[config.mk]
export PLATFORM = sky130hd
export DESIGN_NAME = ddo_cordic
export DESIGN_NICKNAME = d
export VERILOG_FILES = /design/src/rtl/ddo_pkg.sv /design/src/rtl/ddo_cordic.sv
export SDC_FILE = /design/constraint.sdc
export NUM_CORES = 1
export LEC_CHECK = 0
export BUFFER_PORTS_ARGS = -buffer_cell sky130_fd_sc_hd__buf_2
export CORE_ASPECT_RATIO = 0.8
export CORE_MARGIN = 2
export CORE_UTILIZATION = 66
export DETAILED_ROUTE_END_ITERATION = 6
export PLACE_DENSITY_LB_ADDON = 0.08
export SLEW_MARGIN = 20
export SYNTH_ARGS = -nofsm -noshare
export SYNTH_HDL_FRONTEND = slang
export SYNTH_SLANG_ARGS = --single-unit
[constraint.sdc]
create_clock -name clk -period 14.1 [get_ports clk]
set_input_delay 1.41 -clock clk [delete_from_list [all_inputs] [get_ports clk]]
set_output_delay 1.41 -clock clk [all_outputs]
set_load 0.1 [all_outputs]
[src/rtl/ddo_pkg.sv]
// ----------------------------------------------------------------------------
// ddo_pkg
// Shared constants, types and helper functions for the odometry block.
// ----------------------------------------------------------------------------
package ddo_pkg;

  localparam int COUNT_BITS = 16;
  localparam int POS_BITS   = 32;
  localparam int CORDIC_N   = 17;
  localparam int DIV_BITS   = 52;
  localparam int IN_DW      = 56;
  localparam int OUT_DW     = 152;

  localparam logic signed [20:0] ANG_PI      = 21'sd205887;
  localparam logic signed [20:0] ANG_HALF_PI = 21'sd102944;
  localparam logic signed [20:0] ANG_2PI     = 21'sd411774;
  localparam logic signed [17:0] UNWRAP_LIM  = 18'sd10000;
  localparam logic signed [33:0] GAIN_Q30    = 34'sd652032874;
  localparam logic signed [32:0] US_PER_S    = 33'sd1000000;

  typedef enum logic [2:0] {
    REG_DIST_PER_TICK = 3'd0,
    REG_INV_BASE      = 3'd1,
    REG_START_X       = 3'd2,
    REG_START_Y       = 3'd3,
    REG_START_HEAD    = 3'd4,
    REG_TRACK_EN      = 3'd5
  } cfg_idx_t;

  typedef struct packed {
    logic start;
    logic vectoring;
  } cordic_ctl_t;

  function automatic logic signed [21:0] atan_at(input logic [4:0] i);
    case (i)
      5'd0:    atan_at = 22'sd51472;
      5'd1:    atan_at = 22'sd30386;
      5'd2:    atan_at = 22'sd16055;
      5'd3:    atan_at = 22'sd8150;
      5'd4:    atan_at = 22'sd4091;
      5'd5:    atan_at = 22'sd2047;
      5'd6:    atan_at = 22'sd1024;
      5'd7:    atan_at = 22'sd512;
      5'd8:    atan_at = 22'sd256;
      5'd9:    atan_at = 22'sd128;
      5'd10:   atan_at = 22'sd64;
      5'd11:   atan_at = 22'sd32;
      5'd12:   atan_at = 22'sd16;
      5'd13:   atan_at = 22'sd8;
      5'd14:   atan_at = 22'sd4;
      5'd15:   atan_at = 22'sd2;
      5'd16:   atan_at = 22'sd1;
      default: atan_at = 22'sd0;
    endcase
  endfunction

  function automatic logic signed [20:0] wrap_ang(input logic signed [20:0] h);
    if (h > ANG_PI) wrap_ang = h - ANG_2PI;
    else if (h < -ANG_PI) wrap_ang = h + ANG_2PI;
    else wrap_ang = h;
  endfunction

  function automatic logic signed [31:0] sat32(input logic signed [39:0] v);
    if (v > 40'sd2147483647) sat32 = 32'sh7fffffff;
    else if (v < -40'sd2147483648) sat32 = 32'sh80000000;
    else sat32 = v[31:0];
  endfunction

endpackage

[src/rtl/ddo_cordic.sv]
// ----------------------------------------------------------------------------
// ddo_cordic
// Iterative CORDIC, one micro-rotation per cycle, vectoring or rotation.
// ----------------------------------------------------------------------------
module ddo_cordic (
  input  logic                     clk,
  input  logic                     rst_n,
  input  ddo_pkg::cordic_ctl_t     ctl,
  input  logic signed [33:0]       x0,
  input  logic signed [33:0]       y0,
  input  logic signed [21:0]       z0,
  output logic signed [33:0]       x_out,
  output logic signed [33:0]       y_out,
  output logic signed [21:0]       z_out,
  output logic                     busy,
  output logic                     done
);
  import ddo_pkg::*;

  logic signed [33:0] x_r, y_r, xs, ys;
  logic signed [21:0] z_r;
  logic [4:0]         i_r;
  logic               vec_r, busy_r, done_r, dir_pos;

  assign xs = x_r >>> i_r;
  assign ys = y_r >>> i_r;
  assign dir_pos = vec_r ? !(y_r > 34'sd0) : (z_r >= 22'sd0);

  always_ff @(posedge clk) begin
    if (!rst_n) begin
      busy_r <= 1'b0;
      done_r <= 1'b0;
      i_r    <= '0;
    end else begin
      done_r <= 1'b0;
      if (ctl.start) begin
        x_r    <= x0;
        y_r    <= y0;
        z_r    <= z0;
        vec_r  <= ctl.vectoring;
        i_r    <= '0;
        busy_r <= 1'b1;
      end else if (busy_r) begin
        if (dir_pos) begin
          x_r <= x_r - ys;
          y_r <= y_r + xs;
          z_r <= z_r - atan_at(i_r);
        end else begin
          x_r <= x_r + ys;
          y_r <= y_r - xs;
          z_r <= z_r + atan_at(i_r);
        end
        i_r <= i_r + 5'd1;
        if (i_r == 5'(CORDIC_N - 1)) begin
          busy_r <= 1'b0;
          done_r <= 1'b1;
        end
      end
    end
  end

  assign x_out = x_r;
  assign y_out = y_r;
  assign z_out = z_r;
  assign busy  = busy_r;
  assign done  = done_r;
endmodule

# Yosys cells after proc, flatten, opt, wreduce, memory -nomap -nowiden
# Memory sizes are Yosys's and may differ from the RTL's. A register that Yosys moved wholly into a read port is not among the register bits.
# Cells that the tools add are included.
# word_totals
mem_bits_ro	1024
memories	2
output_inout_bits	92
wordCells	55
input_bits	94
reg_bits	98
# memory_table
memory	depth	width	rd	rd_ports_with_merged_regs	write_ports	line_no	source
(no name shown)	32	16	1	1	0	ddo_pkg.sv:36	case (i)
(no name shown)	32	16	1	1	0	ddo_pkg.sv:36	
# op_classes
n_reduce_logical	6
addsub	7
shift	2
bitwise_logic	2
eq_ne	1
n_lt_le_gt_ge	2
mux	26
# op_table
operator	n
two-way mux 22 bit	11
two-way mux 34 bit	6
adder 34 bit	2
>>> shifter 34 x 5 -> 34 bit	2
subtractor 34 bit	2
> comparator 34 x 1 -> 1 bit (second input constant)	1
adder 22 bit	1
greater-or-equal comparator 22 x 1 -> 1 bit (second input constant)	1
subtractor 22 bit	1
two-way mux 5 bit	4
adder 5 x 1 -> 5 bit (second input constant)	1
equality test 5 bit (second input constant)	1
two-way mux 1 bit	5
AND reduction 2 bit	2
OR reduction 3 bit	1
NOT 1 bit	2
nonzero test 2 bit	1
OR reduction 2 bit	1
logical NOT 1 bit	1

# Depth between registers and ports, before layout
# Gate-level depths: netlist of the first run.
# depth
word_depth	11
depth_mapped	30
ltp_nobuf	22

# Least setup slack after synthesis of the first run
# OpenSTA, ideal clock, no wires.
# synth_path
path_type	reg-to-reg
startpoint	register i_r[0]
endpoint	register x_r[33] (netlist: x_out[33]), data pin
path_stages_with_launch	29
required_time_ns	13.841
arrival_time_ns	5.865
synth_period_minus_slack_ns	6.124
setup_slack_ns	7.976
setup_ns	0.259
n_path_buf	6
path_cell_list	dfxtp_1 buf_2 buf_6 buf_6 buf_6 buf_6 buf_2 mux2_2 a221o_1 a221o_1 o221ai_1 ha_1 inv_1 a221oi_2 and4_1 nand4_1 nor2_1 nor2_1 xnor2_1 ha_1 nand2_1 a211oi_1 a211oi_1 nor3_1 o21ai_0 a2111oi_0 o2111ai_1 and4_1 o31a_1
# synth_via
elab_chain_cells	5
word_cells_on_any_way	6
cone_classes	add/sub (2); shift (1); mux (3)
# synth_rtl
item	line_no	source
from (decl)	ddo_cordic.sv:22	logic [4:0] i_r;
from (signal assigned)	ddo_cordic.sv:53	i_r <= i_r + 5'd1;
>>> shifter 34 x 5 -> 34 bit *	ddo_cordic.sv:26	assign ys = y_r >>> i_r;
adder 34 bit or subtractor 34 bit (tied branches)	ddo_cordic.sv:49, ddo_cordic.sv:45	
two-way mux 34 bit *	ddo_cordic.sv:44	if (dir_pos) begin
two-way mux 34 bit *	ddo_cordic.sv:43	end else if (busy_r) begin
two-way mux 34 bit *	ddo_cordic.sv:36	if (ctl.start) begin
to (signal assigned)	ddo_cordic.sv:45	x_r <= x_r - ys;
to (signal assigned)	ddo_cordic.sv:49	x_r <= x_r + ys;
to (decl)	ddo_cordic.sv:20	logic signed [33:0] x_r, y_r, xs, ys;
# Mark *: on every way between the ends. The rest lies on a longest branch, timed or not. The select of a mux whose other input is x is not followed.
# A chain may end at the register's enable or synchronous reset.

# Worst setup path after layout of the first run
# layout_path
startpoint	register i_r[1]
endpoint	register y_r[33] (netlist: y_out[33]), data pin
# layout_via
elab_chain_cells	5
word_cells_on_any_way	6
cone_classes	add/sub (2); shift (1); mux (3)
# layout_rtl
item	line_no	source
>>> shifter 34 x 5 -> 34 bit *	ddo_cordic.sv:25	assign xs = x_r >>> i_r;
subtractor 34 bit or adder 34 bit (tied branches)	ddo_cordic.sv:50, ddo_cordic.sv:46	
two-way mux 34 bit *	ddo_cordic.sv:44	
two-way mux 34 bit *	ddo_cordic.sv:43	
two-way mux 34 bit *	ddo_cordic.sv:36	
to (signal assigned)	ddo_cordic.sv:38	y_r <= y0;
to (signal assigned)	ddo_cordic.sv:46	y_r <= y_r + xs;
to (signal assigned)	ddo_cordic.sv:50	y_r <= y_r - xs;
to (decl)	ddo_cordic.sv:20	
# Marks and branches as above.

==> impl_metrics.toml, run 1 <==
[clock_network]
numCtsBuffers = 17
post_cts_buffers = 0
cts_hold_buf = 0
clk-insertion-delay-late_ns = 0.44
path_clk_slew_ns = 0.06
clockRootBuffer = "clkbuf_16"
cts.repair.resized = 0
htree_num_levels = 4
cts_tree = "built"
clockBufferDepth = 2
cts_sinks = 114

[finish]
final_cells = 2265
regArea_mm2 = 0.00320
multi_input_comb_area_mm2 = 0.0118
mostFrequentLayoutCells = "232 x nand2_1, 184 x buf_2, 147 x o21ai_0"
insertedDiodeCount = 0
fillCellCount = 1811
drive_gt1_share_pct = 19.3
fin_area_mm2 = 0.0172
fin_nets = 2136
final_common_cell = "nand2_1"
area_growth_pct = 9.71

[logic_synthesis]
syn_nets = 2016
seq_area_frac_synth_pct = 20.4
syn_inst = 1820
synth-seq-cells = 114
synth_top_area_cell = "edfxtp_1"
yosysUniqueCellTypes = 89
synth_top_area_share_pct = 17.4
synth_area_per_cell_um2 = 8.62
synth_edf_count = 91
synth-main-ff-cell = "edfxtp_1"
syn-cell-area_mm2 = 0.0157
synth_area_leaders = "edfxtp_1 17%, mux4_2 11%, ha_1 7.9%"
yosysWarnings = 0
synth_async_sr_flop_share_pct = 0

[timing]
final_hold_viol_count = 0
period_needed_ns = 7.73
finClkSkew_ns = 0.0122
setup_viol = 0
slew_headroom_pct = 15.1
rsz0062_at_grt = "false"
min_period_over_period_pct = 54.8
fmax_mhz = 129
maxSlewViolCount = 0
holdWs_ns = 0.643
finalSetupTns_ns = 0
worst_pin_slew_ns = 1.27

[place]
gp_congestion = 1.05
hpwl_mm = 41.0
placed_cell_area_mm2 = 0.0166
dp.cells = 2233
io_buffers = 185

[critical_path]
ff2ff_setup_slack_ns = 6.37
startpoint_type = "register"
critical_path.max_fanout = 74
crit_required_ns = 14.26
worstSetupPathType = "reg -> reg"
crit_arrival_ns = 7.89
endpoint_kind = "register"

[global_route]
first_global_vias = 15494
grt_pass1_wl_mm = 85.5
grt_max_degree = 79
gr-total-overflow = 0
grtUsageTotal_pct = 43.9
antenna_found_initial = 0

[worst_hold_path]
hp-class = "reg -> reg"

[floorplanning]
chipHeight_um = 142
ios = 186
start_util_pct = 67.0
rows = 50
dieArea_mm2 = 0.0250
core-area_mm2 = 0.0234
fp.dieW_um = 176

[pwr]
power_leakage_nw = 6.98
seqPwrFrac_pct = 19.0
peakVddDrop_mv = 0.129
power.density_mw_per_mm2 = 194
clockPowerShare_pct = 13.7
p_sw_share_pct = 54.2
combPwrFrac_pct = 67.3
switchingPower_w = 0.00181
power_w = 0.00333
internal-power_w = 0.00153

[route]
wl_per_cell_um = 24.5
wl_mm = 55.4
viasPerCell = 7.22
ant_nets = 0
drcViolationCount = 9
vias = 16356
drt_iter0_markers = 2325
first_pass_iters = 7

[run_status]
outcome = "complete, but fails checks"
violations = "design-rule violations"

[run]
maxCapViolations = 0
[cell type report]
class	count	share of cell area, %
multi-input combinational	1555	68.4
sequential	114	18.6
timing repair buffer	203	6.20
clock buffer	17	2.47
tap	312	2.27
inverter	49	1.07
clock inverter	15	0.931
[worst max-delay path: stages, from the launching register on]
cell	delay, ns
dfxtp_4	0.78
buf_4	0.87
nor2_1	0.25
mux2i_1	0.64
o21ai_0	0.24
a211oi_1	0.61
nand4_1	0.26
and4bb_1	0.42
and2_1	0.22
a21oi_1	0.09
xor2_1	0.17
ha_1	0.39
o211ai_1	0.21
nor2_1	0.06
o41ai_1	0.45
or3_1	0.20
o221ai_1	0.17
o211a_1	0.31
a221oi_1	0.44
o21ai_0	0.23
xnor3_1	0.32
o21ai_1	0.06
[cell usage after synthesis, types with 20 or more instances]
library cell,instances
ha_1,99
nand2_1,232
mux2_2,39
a21oi_1,118
nand2b_1,28
xor2_1,65
edfxtp_1,91
nor2_1,138
inv_1,47
nor3_1,35
xnor2_1,71
a211oi_1,26
o31ai_1,29
nand3_1,25
a31oi_1,22
o211ai_1,20
o21ai_0,147
mux4_2,77
o21a_1,25
nor2b_1,20
dfxtp_1,23
mux2i_1,39
a21o_1,38
clkbuf_1,58
[cell families after synthesis]
group | after synthesis | share of synthesized area, %
DFF | 114 | 20.4
buffers and inverters | 151 | 4.68
and+or+nand+nor | 597 | 18.0
AOI/OAI and AO/OA | 549 | 22.7
adders and majority gates | 102 | 8.28
muxes | 170 | 18.2
xor gates and xnor gates | 137 | 7.74
[metal layers]
| layer | global-route usage (%) | wire, µm |
|---|---|---|
| met1 | 58.0 | 21300 |
| met2 | 66.7 | 24000 |
| met4 | 16.6 | 2290 |
| met3 | 15.0 | 7860 |
| met5 | 0 | 0 |
[power by group through the flow]
stage	logic, W	registers (W)	clock network, W
6_report	0.00224	0.000633	0.000457
3_3_place_gp	0.00213	0.000620	0
4_1_cts	0.00219	0.000618	0.000455
3_5_place_dp	0.00218	0.000623	0
5_1_grt	0.00241	0.000633	0.000467
2_1_floorplan	0.00139	0.000929	0
[path summary, 6_finish.rpt]
path,start,end,depth (start not counted)
worst max-delay path,i_r[1],y_out[33],21
worst min-delay path,busy,done,1
worst min register to register,busy,done,1
worst max register to register,i_r[1],y_out[33],21
[metrics by stage]
step                setup slack (ns)  util (%)
floorplan                       7.98         -
global placement                6.78      71.0
detailed placement              6.65      71.0
CTS                             6.58      73.5
global route                    5.93      73.5
finish                          6.37      73.5
Power figures use the tool's default switching activity.
==> inputs of run 2 (changes only) <==
Settings changed: ABC_AREA set to 1, CORE_UTILIZATION 66 to 61.
Clock period 14.1 ns to 8.1 ns, I/O delays scaled along.
==> impl_metrics.toml, run 2 <==
[finish]
fillCellCount = 2342
final_cells = 3103
fin_nets = 2933
mostFrequentLayoutCells = "880 x nand2_1, 407 x nand3_1, 216 x inv_1"
final_common_cell = "nand2_1"
area_growth_pct = 9.83
regArea_mm2 = 0.00320
drive_gt1_share_pct = 13.7
multi_input_comb_area_mm2 = 0.0113

[logic_synthesis]
yosysWarnings = 0
synth_area_leaders = "nand2_1 21%, edfxtp_1 17%, nand3_1 13%"
synthTopCellsByCount = "880 x nand2_1, 407 x nand3_1, 217 x inv_1"
synth-main-ff-cell = "edfxtp_1"
synth_async_sr_flop_share_pct = 0
syn_nets = 2816
syn-cell-area_mm2 = 0.0159
synth-seq-cells = 114
seq_area_frac_synth_pct = 20.1
synth_edf_count = 91
synth_top_area_cell = "nand2_1"
synth_top_area_share_pct = 20.8
syn_inst = 2620
synth_area_per_cell_um2 = 6.05
yosysUniqueCellTypes = 55
synthMostInstantiatedCell = "nand2_1"

[timing]
period_needed_ns = 6.01
fmax_mhz = 166
rsz0062_at_grt = "false"
finClkSkew_ns = 0.0148
finalSetupTns_ns = 0
holdWs_ns = 0.548
setup_viol = 0
min_period_over_period_pct = 74.2
worst_pin_slew_ns = 1.15
maxSlewViolCount = 0
slew_headroom_pct = 22.8
final_hold_viol_count = 0

[critical_path]
worstSetupPathType = "reg -> reg"
critical_path.max_fanout = 19
crit_required_ns = 8.31
crit_chain = "nor4_1, nand4_1, nand3_1, o21ai_4, inv_1, buf_4, nor2_1, xnor2_1, ha_1, a21oi_1, o21bai_1, nand2_1, nand3_1, a21boi_0, inv_1, a21oi_1, o21ai_0, nand2_1, nand2_1, or2_2, nand3_1, nand2_1"
endpoint_kind = "register"
slowest_delay_ns = 0.63
crit_top_cell = "nand2_1"
crit_arrival_ns = 6.22
cpMaxStageDelayCell = "nor4_1"
startpoint_type = "register"

[run_status]
outcome = "completed"

[clock_network]
cts.repair.resized = 0
clockRootBuffer = "clkbuf_16"
clockBufferDepth = 2
path_clk_slew_ns = 0.07
post_cts_buffers = 0
numCtsBuffers = 17
cts_sinks = 114
htree_num_levels = 4
cts_hold_buf = 0
clk-insertion-delay-late_ns = 0.45
cts_tree = "built"

[route]
wl_mm = 54.5
drcViolationCount = 0
drt_iter0_markers = 2838
ant_nets = 0
vias = 18671
first_pass_iters = 7
wl_per_cell_um = 17.6
viasPerCell = 6.02

[floorplanning]
core-area_mm2 = 0.0254
start_util_pct = 62.3
ios = 186
rows = 52
dieArea_mm2 = 0.0273
fp.dieW_um = 184
chipHeight_um = 148

[pwr]
seqPwrFrac_pct = 18.8
combPwrFrac_pct = 64.8
internal-power_w = 0.00207
switchingPower_w = 0.00259
p_sw_share_pct = 55.6
power.density_mw_per_mm2 = 267
peakVddDrop_mv = 0.228
clockPowerShare_pct = 16.3
power_leakage_nw = 8.84

[global_route]
antenna_found_initial = 0
grt_max_degree = 76
grt_pass1_wl_mm = 85.4
grt.busiest_layer = "met2"
grt_util_met1_pct = 56.4
grtUsageMet3_pct = 9.40
grtUsageTotal_pct = 39.5
met2_usage_pct = 59.0
first_global_vias = 16584
gr-total-overflow = 0

[place]
hpwl_mm = 42.5
dp.cells = 3069
gp_congestion = 1.04
io_buffers = 185

[worst_hold_path]
hp-class = "in -> reg"

[run]
maxCapViolations = 0
## run 2: final cells by class
type	instances	share of cell area [%]
antenna	2	0.0287
timing repair buffer	200	5.98
clock buffer	22	2.85
multi-input combinational	2179	65.0
sequential	114	18.4
inverter	225	4.86
tap	351	2.52
clock inverter	10	0.395
## run 2: final timing paths
| path | startpoint | to | slack (ns) | cells after the start |
|---|---|---|---|---|
| setup / recovery | y_out[28] | y_out[23] | 2.09 | 22 |
| hold / removal | ctl[0] | vec_r | 0.55 | 1 |
| setup reg to reg | y_out[28] | y_out[23] | 2.09 | 22 |
| hold reg to reg | busy | i_r[0] | 0.64 | 2 |
## run 2: metrics by stage
| stage | cell area (µm²) | setup slack [ns] | util, % | total power [W] |
|---|---|---|---|---|
| 4_1_cts | 17400 | 2.48 | 68.4 | 0.00456 |
| 3_3_place_gp | 16800 | 2.75 | 66.2 | 0.00374 |
| 6_report | 17400 | 2.09 | 68.5 | 0.00466 |
| 2_1_floorplan | 15900 | 1.67 | - | 0.00312 |
| 5_1_grt | 17400 | 1.90 | 68.4 | 0.00496 |
| 3_5_place_dp | 16800 | 2.53 | 66.2 | 0.00379 |
## run 2: worst max-delay path, delay by kind of cell, from the launching register on
family | cells | cell delay [ns]
AO/OA/AOI/OAI | 6 | 1.28
adder cells (fa/ha/maj) | 1 | 0.42
flip-flops | 1 | 0.56
AND/OR/NAND/NOR | 11 | 1.92
XOR/XNOR | 1 | 0.51
buffers and inverters | 3 | 1.05
## run 2: power by group through the flow
stage / sequential (W) / clock, W / combinational, W
after floorplan: 0.00131 / 0 / 0.00181
after detailed placement: 0.000883 / 0 / 0.00291
after global routing: 0.000881 / 0.000773 / 0.00330
final: 0.000877 / 0.000760 / 0.00302
after CTS: 0.000872 / 0.000753 / 0.00293
after global placement: 0.000882 / 0 / 0.00285
## run 2: kinds of logic after synthesis
logic type	synth area share (%)
fa+ha+maj	8.19
simple gates	46.8
flops	20.1
buf+inv	8.60
compound gates	12.0
xor+xnor	4.31
## run 2: per-layer routing
layer / share of wire [%] / vias to the layer above
met5: 0 / -
met1: 43 / 8377
met2: 42 / 1160
li1: - / 9007
met3: 13 / 127
met4: 2.6 / 0
