## config.mk

```make
export PLATFORM = sky130hd
export DESIGN_NAME = ddo_div
export DESIGN_NICKNAME = d
export VERILOG_FILES = /design/src/rtl/ddo_pkg.sv /design/src/rtl/ddo_div.sv
export SDC_FILE = /design/constraint.sdc
export NUM_CORES = 1
export LEC_CHECK = 0
export BUFFER_PORTS_ARGS = -buffer_cell sky130_fd_sc_hd__buf_2
export CAP_MARGIN = 20
export CORE_MARGIN = 3
export CORE_UTILIZATION = 58
export CTS_CLUSTER_DIAMETER = 200
export DETAILED_ROUTE_END_ITERATION = 16
export GPL_ROUTABILITY_DRIVEN = 0
export HOLD_SLACK_MARGIN = 0.12
export PLACE_DENSITY = 0.86
export SLEW_MARGIN = 30
export SYNTH_ARGS = -nofsm -noshare
export SYNTH_HDL_FRONTEND = slang
export SYNTH_SLANG_ARGS = --single-unit
```

## constraint.sdc

```tcl
create_clock -name clk -period 5.7 [get_ports clk]
set_input_delay 0.285 -clock clk [delete_from_list [all_inputs] [get_ports clk]]
set_output_delay 0.285 -clock clk [all_outputs]
set_load 0.005 [all_outputs]
```

## src/rtl/ddo_pkg.sv

```systemverilog
// ----------------------------------------------------------------------------
// ddo_pkg
// Shared constants, types and helper functions for the odometry block.
// ----------------------------------------------------------------------------
package ddo_pkg;

  localparam int COUNT_BITS = 16;
  localparam int POS_BITS   = 32;
  localparam int CORDIC_N   = 17;
  localparam int DIV_BITS   = 52;
  localparam int IN_DW      = 56;
  localparam int OUT_DW     = 152;

  localparam logic signed [20:0] ANG_PI      = 21'sd205887;
  localparam logic signed [20:0] ANG_HALF_PI = 21'sd102944;
  localparam logic signed [20:0] ANG_2PI     = 21'sd411774;
  localparam logic signed [17:0] UNWRAP_LIM  = 18'sd10000;
  localparam logic signed [33:0] GAIN_Q30    = 34'sd652032874;
  localparam logic signed [32:0] US_PER_S    = 33'sd1000000;

  typedef enum logic [2:0] {
    REG_DIST_PER_TICK = 3'd0,
    REG_INV_BASE      = 3'd1,
    REG_START_X       = 3'd2,
    REG_START_Y       = 3'd3,
    REG_START_HEAD    = 3'd4,
    REG_TRACK_EN      = 3'd5
  } cfg_idx_t;

  typedef struct packed {
    logic start;
    logic vectoring;
  } cordic_ctl_t;

  function automatic logic signed [21:0] atan_at(input logic [4:0] i);
    case (i)
      5'd0:    atan_at = 22'sd51472;
      5'd1:    atan_at = 22'sd30386;
      5'd2:    atan_at = 22'sd16055;
      5'd3:    atan_at = 22'sd8150;
      5'd4:    atan_at = 22'sd4091;
      5'd5:    atan_at = 22'sd2047;
      5'd6:    atan_at = 22'sd1024;
      5'd7:    atan_at = 22'sd512;
      5'd8:    atan_at = 22'sd256;
      5'd9:    atan_at = 22'sd128;
      5'd10:   atan_at = 22'sd64;
      5'd11:   atan_at = 22'sd32;
      5'd12:   atan_at = 22'sd16;
      5'd13:   atan_at = 22'sd8;
      5'd14:   atan_at = 22'sd4;
      5'd15:   atan_at = 22'sd2;
      5'd16:   atan_at = 22'sd1;
      default: atan_at = 22'sd0;
    endcase
  endfunction

  function automatic logic signed [20:0] wrap_ang(input logic signed [20:0] h);
    if (h > ANG_PI) wrap_ang = h - ANG_2PI;
    else if (h < -ANG_PI) wrap_ang = h + ANG_2PI;
    else wrap_ang = h;
  endfunction

  function automatic logic signed [31:0] sat32(input logic signed [39:0] v);
    if (v > 40'sd2147483647) sat32 = 32'sh7fffffff;
    else if (v < -40'sd2147483648) sat32 = 32'sh80000000;
    else sat32 = v[31:0];
  endfunction

endpackage

```

## src/rtl/ddo_div.sv

```systemverilog
// ----------------------------------------------------------------------------
// ddo_div
// Restoring unsigned divider, one quotient bit per cycle.
// ----------------------------------------------------------------------------
module ddo_div (
  input  logic                         clk,
  input  logic                         rst_n,
  input  logic                         start,
  input  logic [ddo_pkg::DIV_BITS-1:0] dividend,
  input  logic [19:0]                  divisor,
  output logic [ddo_pkg::DIV_BITS-1:0] quotient,
  output logic                         busy,
  output logic                         done
);
  import ddo_pkg::*;

  logic [DIV_BITS-1:0] q_r;
  logic [19:0]         d_r;
  logic [20:0]         rem_r, r2;
  logic [5:0]          cnt_r;
  logic                busy_r, done_r;

  assign r2 = {rem_r[19:0], q_r[DIV_BITS-1]};

  always_ff @(posedge clk) begin
    if (!rst_n) begin
      busy_r <= 1'b0;
      done_r <= 1'b0;
      cnt_r  <= '0;
    end else begin
      done_r <= 1'b0;
      if (start) begin
        q_r    <= dividend;
        d_r    <= divisor;
        rem_r  <= '0;
        cnt_r  <= 6'(DIV_BITS);
        busy_r <= 1'b1;
      end else if (busy_r) begin
        if (r2 >= {1'b0, d_r}) begin
          rem_r <= r2 - {1'b0, d_r};
          q_r   <= {q_r[DIV_BITS-2:0], 1'b1};
        end else begin
          rem_r <= r2;
          q_r   <= {q_r[DIV_BITS-2:0], 1'b0};
        end
        cnt_r <= cnt_r - 6'd1;
        if (cnt_r == 6'd1) begin
          busy_r <= 1'b0;
          done_r <= 1'b1;
        end
      end
    end
  end

  assign quotient = q_r;
  assign busy     = busy_r;
  assign done     = done_r;
endmodule

```

-- Word level (Yosys, flattened, before mapping)
Index checks and enable logic that the tools add are counted.
W data, S select, Z words.
- flip-flop bits (word level): 100
- input port bits: 75
- output and inout port bits: 54
- logic and storage cells: 29
- add/sub/neg operators: 2
- magnitude comparators: 1
- equal/unequal tests: 1
- mux-type cells: 11
- bitwise gates (word level): 2
- reductions and logical operators: 5
- operator list (kind ; number):
    $mux W52 ; 2
    $mux W20 ; 2
    $ge A21 B20 Y1 ; 1
    $sub A20 B20 Y20 ; 1
    $mux W6 ; 2
    $eq A6 B1 Y1 const B ; 1
    $sub A6 B1 Y6 const B ; 1
    $mux W1 ; 5
    $reduce_and A2 Y1 ; 2
    $reduce_or A3 Y1 ; 1
    $not A1 Y1 ; 2
    $reduce_bool A2 Y1 ; 1
    $reduce_or A2 Y1 ; 1

-- Logic depth before layout (Yosys ltp)
Gate-level depths: netlist of the first run.
- depth in word-level cells: 4
- depth in mapped cells: 11
- depth with buffers taken out: 9

-- Least setup slack after synthesis of the first run
No wires, ideal clock.
- path kind: input-to-reg
- start point: in start
- end point: reg q_r[0] (netlist: quotient[0]) (enable)
- arrival time: 2236 ps
- slack: 3028 ps
- cell stages on the path: 2
- path through: clkbuf_1 -> o21a_1
- cells in the longest elaborated chain, start to end: 2
- ends and longest elaborated chain (item ; line ; text):
    start, declared ; ddo_div.sv:8 ; input logic start,
    $reduce_bool A2 Y1 (no line) ; - ;
    $reduce_and A2 Y1 (no line) ; - ;
    end signal, assigned ; ddo_div.sv:33 ; q_r <= dividend;
    end signal, assigned ; ddo_div.sv:41 ; q_r <= {q_r[DIV_BITS-2:0], 1'b1};
    end signal, assigned ; ddo_div.sv:44 ; q_r <= {q_r[DIV_BITS-2:0], 1'b0};
    end, declared ; ddo_div.sv:17 ; logic [DIV_BITS-1:0] q_r;
Every way passes these cells.
A chain may end at the register's enable or synchronous reset.

-- Final worst setup path of the first run
- start point: reg rem_r[7]
- end point: reg q_r[0] (netlist: quotient[0]), data pin
- cells in the longest elaborated chain, start to end: 4
- ends and longest elaborated chain (item ; line ; text):
    start, declared ; ddo_div.sv:19 ; logic [20:0] rem_r, r2;
    start signal, assigned ; ddo_div.sv:40 ; rem_r <= r2 - {1'b0, d_r};
    start signal, assigned ; ddo_div.sv:43 ; rem_r <= r2;
    $ge A21 B20 Y1 ; ddo_div.sv:39 ; if (r2 >= {1'b0, d_r}) begin
    $mux W1 ; ddo_div.sv:39 ;
    $mux W52 ; ddo_div.sv:38 ; end else if (busy_r) begin
    $mux W52 ; ddo_div.sv:32 ; if (start) begin
Every way passes these cells. The select of a mux whose other input is x is not followed.

==> results.py, run 1 <==
metrics = {
    "outcome": {
        "status": "finished, final reports clean",
    },
    "sta": {
        "setup_viol_count_final": 0,
        "skew_ns": 0.00999,
        "finalCriticalPeriod_ns": 3.15,
        "slew_viol_final": 0,
        "slew_headroom_pct": 37.6,
        "hold_viol_final": 0,
        "fin_crit_sh_pct": 55.3,
        "rsz0062_at_grt": "no",
        "worst_pin_slew_ns": 0.933,
        "fmax_ghz": 0.317,
        "tns_ns": 0,
    },
    "floorplan": {
        "fp.dieH_um": 101,
        "coreArea_um2": 8810,
        "ioPinCount": 129,
        "rows": 34,
        "dieArea_um2": 10300,
        "die_width_um": 101,
        "initial_utilization_pct": 60.0,
    },
    "worst_setup_path": {
        "path_max_fanout": 14,
        "start_kind": "flip-flop",
        "crit_required_ns": 5.83,
        "worstReg2RegStart": "rem_r[7]",
        "path_class": "flip-flop to flip-flop",
        "reg2reg_depth": 7,
        "crit_arrival_ns": 3.28,
        "rr_endpoint": "quotient[0]",
        "worst_setup_path_end_kind": "flip-flop",
        "max_stage_delay_ns": 0.82,
        "crit_path_top_delay_cell": "o41ai_4",
        "crit_path_cell_trace": "ha_1 > a21oi_1 > o21ai_1 > and3_4 > o41ai_4 > nand2_2 > mux2_2",
        "timing.reg2reg.setup_slack_ns": 2.55,
    },
    "placed_design": {
        "dpl-instance-area_um2": 6000,
        "dpl.hpwl_um": 8450,
        "port_buffers": 128,
        "placed_cells": 644,
    },
    "synthesis": {
        "async_reset_ff_share_pct": 0,
        "netlist_instances": 422,
        "synth_area_per_cell_um2": 12.5,
        "ys_types": 56,
        "yosys_register_bits": 100,
        "yosys_most_used_dff": "edfxtp_1",
        "syn_area_um2": 5290,
        "synth_warnings": 0,
        "synth-edff-count": 92,
        "synth_nets": 520,
        "ys_seq_area_share_pct": 55.3,
    },
    "cells_and_area": {
        "fin_nets": 666,
        "final_common_cell": "buf_2",
        "drive_gt1_share_pct": 36.5,
        "antennaDiodeCount": 0,
        "final_cell_mix": "128 x buf_2, 92 x edfxtp_1, 52 x mux2_2",
        "stdcell_area_um2": 6450,
        "final-instance-count-excl-fill": 681,
        "syn_to_final_growth_pct": 22.1,
    },
    "flow_run": {
        "cap_violations": 0,
    },
    "detailed_routing": {
        "vias_per_cell": 5.87,
        "ant_nets": 0,
        "first_iter_violations": 272,
        "routed-via-count": 3999,
        "firstDrtPassIters": 5,
        "drc": 0,
        "wl_per_cell_um": 18.0,
        "routed_wirelength_um": 12300,
    },
    "worst_hold_path": {
        "holdCritStartpoint": "dividend[32]",
        "hold-path-endpoint": "quotient[32]",
        "hold_path.class": "primary input to flip-flop",
        "min_path_cells": 2,
    },
    "power_and_ir_drop": {
        "peakVddDrop_v": 0.000189,
        "p_leak_uw": 0.00263,
        "power_density_nw_per_um2": 280,
        "total_power_uw": 1810,
    },
    "global_routing": {
        "grt_pass1_wl_um": 19800,
        "grt_remaining_overflow": 0,
        "grt_pass1_vias": 4079,
        "grt_use_total_pct": 24.7,
        "grt_max_degree": 75,
        "antenna_found_initial": 0,
    },
    "clocking": {
        "post_cts_resized": 0,
        "numCtsBuffers": 9,
        "clockBufferDepth": 2,
        "clock_latency_ns": 0.37,
        "cts.sinks": 100,
        "cts_tree": "yes",
        "clkTransAtPathRegs_ns": 0.10,
        "root_buffer": "clkbuf_8",
        "h-tree-depth": 3,
    },
}
[area by class of cell]
cell class / count / area (um2)
Clock buffer: 9 / 124
Tap cell: 108 / 135
Multi-Input combinational cell: 281 / 2200
Clock inverter: 7 / 98.8
Timing Repair Buffer: 150 / 876
Inverter: 26 / 97.6
Fill cell: 604 / 2350
Sequential cell: 100 / 2920
[cell usage after synthesis (2+ instances only)]
| library cell | instances | area share (%) |
|---|---|---|
| nand2_1 | 21 | 1.5 |
| mux2_2 | 52 | 11 |
| nand3_1 | 10 | 0.95 |
| o21bai_1 | 2 | 0.28 |
| a21oi_1 | 25 | 2.4 |
| nor2_1 | 16 | 1.1 |
| a211oi_1 | 7 | 0.99 |
| edfxtp_1 | 92 | 52 |
| o21a_1 | 3 | 0.43 |
| buf_1 | 5 | 0.36 |
| a21boi_0 | 7 | 0.99 |
| dfxtp_1 | 8 | 3.0 |
| xnor2_1 | 7 | 1.2 |
| ha_1 | 22 | 5.2 |
| nor2b_1 | 2 | 0.24 |
| o22ai_1 | 4 | 0.47 |
| a31oi_1 | 4 | 0.47 |
| a2111o_1 | 2 | 0.43 |
| nand4_1 | 6 | 0.71 |
| o32ai_1 | 2 | 0.33 |
| and3_1 | 6 | 0.71 |
| nand2b_1 | 6 | 0.71 |
| a21oi_2 | 2 | 0.33 |
| o21ai_0 | 17 | 1.6 |
| nor3_1 | 12 | 1.1 |
| and4_1 | 2 | 0.33 |
| buf_2 | 2 | 0.19 |
| inv_1 | 26 | 1.8 |
| a21o_1 | 7 | 0.99 |
| o211ai_1 | 5 | 0.71 |
| buf_6 | 2 | 0.43 |
| clkbuf_1 | 6 | 0.43 |
| xor2_1 | 9 | 1.5 |
[stage by stage]
stage          worst slack (ns)  hold WS [ns]  utilization, %
5_1_grt                    2.45         0.200            73.3
6_report                   2.55         0.211            73.3
4_1_cts                    2.60         0.198            73.0
3_5_place_dp               2.64         0.463            68.2
3_3_place_gp               2.79         0.463            68.2
2_1_floorplan              3.03         0.384               -
[power breakdown]
part / switching (uW) / internal, uW / total [uW]
combinational: 221 / 180 / 401
clock: 256 / 250 / 507
sequential: 29.4 / 873 / 903
[worst max-delay path, delay by kind of cell (launching register included)]
family                     cells  cell delay, ns
muxes                          1            0.36
DFF                            1            0.42
and+or+nand+nor                2            0.57
adders and majority gates      1            0.37
AOI/OAI and AO/OA              3            1.19
[cell families (layout without fill, tap and decap cells)]
family / count (synthesis) / in the layout / synth area share [%]
and+or+nand+nor: 91 / 91 / 9.14
adders and majority gates: 23 / 23 / 5.59
AOI/OAI and AO/OA: 99 / 99 / 13.0
muxes: 52 / 52 / 11.1
buffers and inverters: 41 / 192 / 3.24
DFF: 100 / 100 / 55.3
xor gates and xnor gates: 16 / 16 / 2.65
[routing by layer]
metal	global-route usage (%)	vias to the layer above	wire (um)
met2	39.6	183	5920
met3	8.06	33	1040
li1	-	1906	-
met4	11.2	0	346
met1	30.5	1877	4970
met5	0	-	0
[how the worst max path moves through the flow]
stage / startpoint / end / cells after the start
after detailed placement: rem_r[7] / quotient[0] / 7
after floorplan: start / quotient[0] / 2
after global placement: rem_r[5] / quotient[0] / 7
after global routing: rem_r[7] / quotient[0] / 7
after CTS: rem_r[7] / quotient[0] / 7
final: rem_r[7] / quotient[0] / 7
[timing repair]
item,4_1_cts,5_1_grt
hold buffers,20,0
setup buffers,0,0
endpoints found under the hold margin,20,0
[registers in the layout (all words and copies together) (netlist names)]
name and count:
busy 1, rem_r 20, d_r 20, done 1, quotient 52, cnt_r 6
(Power assumes the default switching activity.)
==> inputs of run 2 (changes only) <==
--- a/config.mk
+++ b/config.mk
@@ -5,15 +5,16 @@
 export SDC_FILE = /design/constraint.sdc
 export NUM_CORES = 1
 export LEC_CHECK = 0
+export ABC_AREA = 1
 export BUFFER_PORTS_ARGS = -buffer_cell sky130_fd_sc_hd__buf_2
 export CAP_MARGIN = 20
 export CORE_MARGIN = 3
-export CORE_UTILIZATION = 58
+export CORE_UTILIZATION = 55
 export CTS_CLUSTER_DIAMETER = 200
 export DETAILED_ROUTE_END_ITERATION = 16
 export GPL_ROUTABILITY_DRIVEN = 0
 export HOLD_SLACK_MARGIN = 0.12
-export PLACE_DENSITY = 0.86
+export PLACE_DENSITY = 0.81
 export SLEW_MARGIN = 30
 export SYNTH_ARGS = -nofsm -noshare
 export SYNTH_HDL_FRONTEND = slang
==> constraint.sdc (replaced) <==
create_clock -name clk -period 3.1 [get_ports clk]
set_input_delay 0.155 -clock clk [delete_from_list [all_inputs] [get_ports clk]]
set_output_delay 0.155 -clock clk [all_outputs]
set_load 0.005 [all_outputs]
==> run 2 against run 1 <==
Effect of this change: worst hold slack worse by 0.028 ns; core utilization is 0.67 points higher; sequential share of layout area is 5.0 points lower; critical path type unchanged; clock skew is 0.0076 ns higher; maximum frequency is 39% higher; sequential cell count stayed put; wire length is 30% higher; global-route usage is 3.9 points higher; worst setup slack worse by 1.7 ns; critical path depth is 6 higher; first-iteration DRC count is 45% higher; synthesized area is 5.7% higher.
==> results.py, run 2 <==
metrics = {
    "cells_and_area": {
        "n_fill_cell": 683,
        "antennaDiodeCount": 0,
        "syn_to_final_growth_pct": 29.9,
        "fin_nets": 969,
        "final_cell_mix": "288 x nand2_1, 128 x buf_2, 92 x edfxtp_1",
        "multi_input_area_um2": 2250,
        "final_common_cell": "nand2_1",
        "largest_reg_flops": 52,
        "seq_area_um2": 2920,
        "drive_gt1_share_pct": 20.7,
    },
    "sta": {
        "worst_pin_slew_ns": 0.898,
        "fin_crit_sh_pct": 73.2,
        "tns_ns": 0,
        "fmax_ghz": 0.441,
        "setup_viol_count_final": 0,
        "rsz0062_at_grt": "no",
        "skew_ns": 0.0176,
        "slew_headroom_pct": 40.1,
        "finalCriticalPeriod_ns": 2.27,
        "slew_viol_final": 0,
        "hold_viol_final": 0,
    },
    "worst_setup_path": {
        "rr_endpoint": "rem_r[12]",
        "worstReg2RegStart": "quotient[51]",
        "start_kind": "flip-flop",
        "path_common_cell": "nand2_1",
        "worst_setup_path_end_kind": "flip-flop",
        "crit_required_ns": 3.24,
        "crit_path_cell_trace": "inv_1 > ha_1 > fa_1 > nor2_1 > o21ai_0 > nand2_1 > nand2_1 > nand2_1 > nand2_1 > nand2_1 > nand2_1 > nand2_1 > nor2_1",
        "crit_arrival_ns": 2.41,
        "path_max_fanout": 3,
        "crit_path_top_delay_cell": "fa_1",
        "timing.reg2reg.setup_slack_ns": 0.83,
        "max_stage_delay_ns": 0.46,
        "reg2reg_depth": 13,
        "path_class": "flip-flop to flip-flop",
    },
    "power_and_ir_drop": {
        "p_clk_share_pct": 23.6,
        "total_power_uw": 3710,
        "switching_share_pct": 33.7,
        "switchingPower_uw": 1250,
        "power_density_nw_per_um2": 512,
        "intPower_uw": 2460,
        "peakVddDrop_v": 0.000342,
        "combPwrFrac_pct": 29.9,
        "seqPwrFrac_pct": 46.5,
        "p_leak_uw": 0.00365,
    },
    "clocking": {
        "clkTransAtPathRegs_ns": 0.11,
        "clock_latency_ns": 0.39,
        "root_buffer": "clkbuf_8",
        "post_cts_resized": 0,
        "cts_tree": "yes",
        "clockBufferDepth": 2,
        "numCtsBuffers": 9,
        "h-tree-depth": 3,
        "cts.sinks": 100,
        "cts_setup_buffers": 0,
    },
    "global_routing": {
        "grt_use_total_pct": 28.6,
        "antenna_found_initial": 0,
        "grt_pass1_vias": 5384,
        "grt_max_degree": 74,
        "grt_pass1_wl_um": 25300,
        "grt_remaining_overflow": 0,
    },
    "detailed_routing": {
        "ant_nets": 0,
        "routed-via-count": 5316,
        "first_iter_violations": 394,
        "wl_per_cell_um": 15.8,
        "drc": 0,
        "firstDrtPassIters": 4,
        "vias_per_cell": 5.27,
        "routed_wirelength_um": 15900,
    },
    "synthesis": {
        "yosys.area.top_type": "edfxtp_1",
        "ys_types": 35,
        "ys_seq_area_share_pct": 52.3,
        "async_reset_ff_share_pct": 0,
        "synthTopCellsByCount": "289 x nand2_1, 92 x edfxtp_1, 85 x inv_1",
        "synth_top_area_share_pct": 49.4,
        "netlist_instances": 674,
        "yosys_most_used_dff": "edfxtp_1",
        "synth_warnings": 0,
        "synth-edff-count": 92,
        "yosysMostFrequentCell": "nand2_1",
        "yosys_register_bits": 100,
        "synth_area_per_cell_um2": 8.29,
        "syn_area_um2": 5590,
        "synth_nets": 772,
        "synthTopCellsByArea": "edfxtp_1 49%, nand2_1 19%, inv_1 5.7%",
    },
    "floorplan": {
        "fp.dieH_um": 107,
        "dieArea_um2": 11400,
        "initial_utilization_pct": 56.9,
        "rows": 36,
        "coreArea_um2": 9820,
        "die_width_um": 107,
        "ioPinCount": 129,
    },
    "outcome": {
        "status": "finished, final reports clean",
    },
    "placed_design": {
        "port_buffers": 128,
        "dpl.hpwl_um": 9470,
    },
    "worst_hold_path": {
        "holdCritStartpoint": "start",
        "hold_path.class": "primary input to flip-flop",
        "hold-path-endpoint": "done",
        "min_path_cells": 2,
    },
    "flow_run": {
        "cap_violations": 0,
    },
}
run 2: cell count changes after synthesis, sizes merged, moves of 7 or more:
cell / delta
mux2: -52
and3: -7
nor3: -9
nor2: +45
nand2: +277
inv: +65
a21oi: -12
nand3: +11
a21o: -7
run 2: per-stage QoR:
| stage | cells | worst slack [ns] | instance area [um2] | util (%) | hold slack [ns] |
|---|---|---|---|---|---|
| floorplan | 674 | 0.603 | 5590 | - | 0.253 |
| global placement | 920 | 0.948 | 6330 | 64.4 | 0.334 |
| detailed placement | 920 | 0.916 | 6330 | 64.4 | 0.334 |
| CTS | 1009 | 0.856 | 7250 | 73.9 | 0.173 |
| global route | 1009 | 0.624 | 7260 | 74.0 | 0.208 |
| finish | 1009 | 0.832 | 7260 | 74.0 | 0.183 |
run 2: what timing repair did:
action / CTS / global route
hold buffers: 73 / 0
endpoints found under the hold margin: 77 / 0
setup endpoints to repair: 0 / 0
run 2: metal layers:
layer	vias to the layer above	wire (um)	GRT usage, %
met1	2440	6020	32.9
met2	288	7770	48.5
met3	68	1400	7.71
li1	2520	-	-
met5	-	0	0
met4	0	734	15.2
run 2: cells by family after synthesis:
family	share of synthesized area [%]
compound gates	3.56
simple gates	29.5
fa+ha+maj	5.28
buf+inv	7.81
flops	52.3
xor+xnor	1.57
run 2: area by class of cell:
type	instances	area share [%]
flip-flops and latches	100	40.2
multi-input cells	466	30.9
repair buffers	203	19.1
inverters	91	4.74
well taps	133	2.29
clock buffers	10	1.76
clock inverters	6	0.948
run 2: worst max path at each step:
stage,start,to,slack [ns],depth (start not counted)
3_5_place_dp,rem_r[13],rem_r[1],0.92,12
4_1_cts,rem_r[13],rem_r[1],0.86,12
6_report,quotient[51],rem_r[12],0.83,13
3_3_place_gp,quotient[51],rem_r[16],0.95,13
5_1_grt,rem_r[1],rem_r[7],0.62,12
2_1_floorplan,start,quotient[0],0.60,3
run 2: power groups by stage:
stage	Combinational (uW)	Clock [uW]	Sequential (uW)
after floorplan	740	0	1740
after global placement	969	0	1740
after detailed placement	1000	0	1750
after CTS	1080	878	1720
after global routing	1250	912	1740
final	1110	877	1730
run 2: critical path: cells and delay by family (launching register included):
kind | cells | cell delay (ns)
AOI/OAI and AO/OA | 1 | 0.09
DFF | 1 | 0.41
adders and majority gates | 2 | 0.69
buffers and inverters | 1 | 0.06
and+or+nand+nor | 9 | 0.76
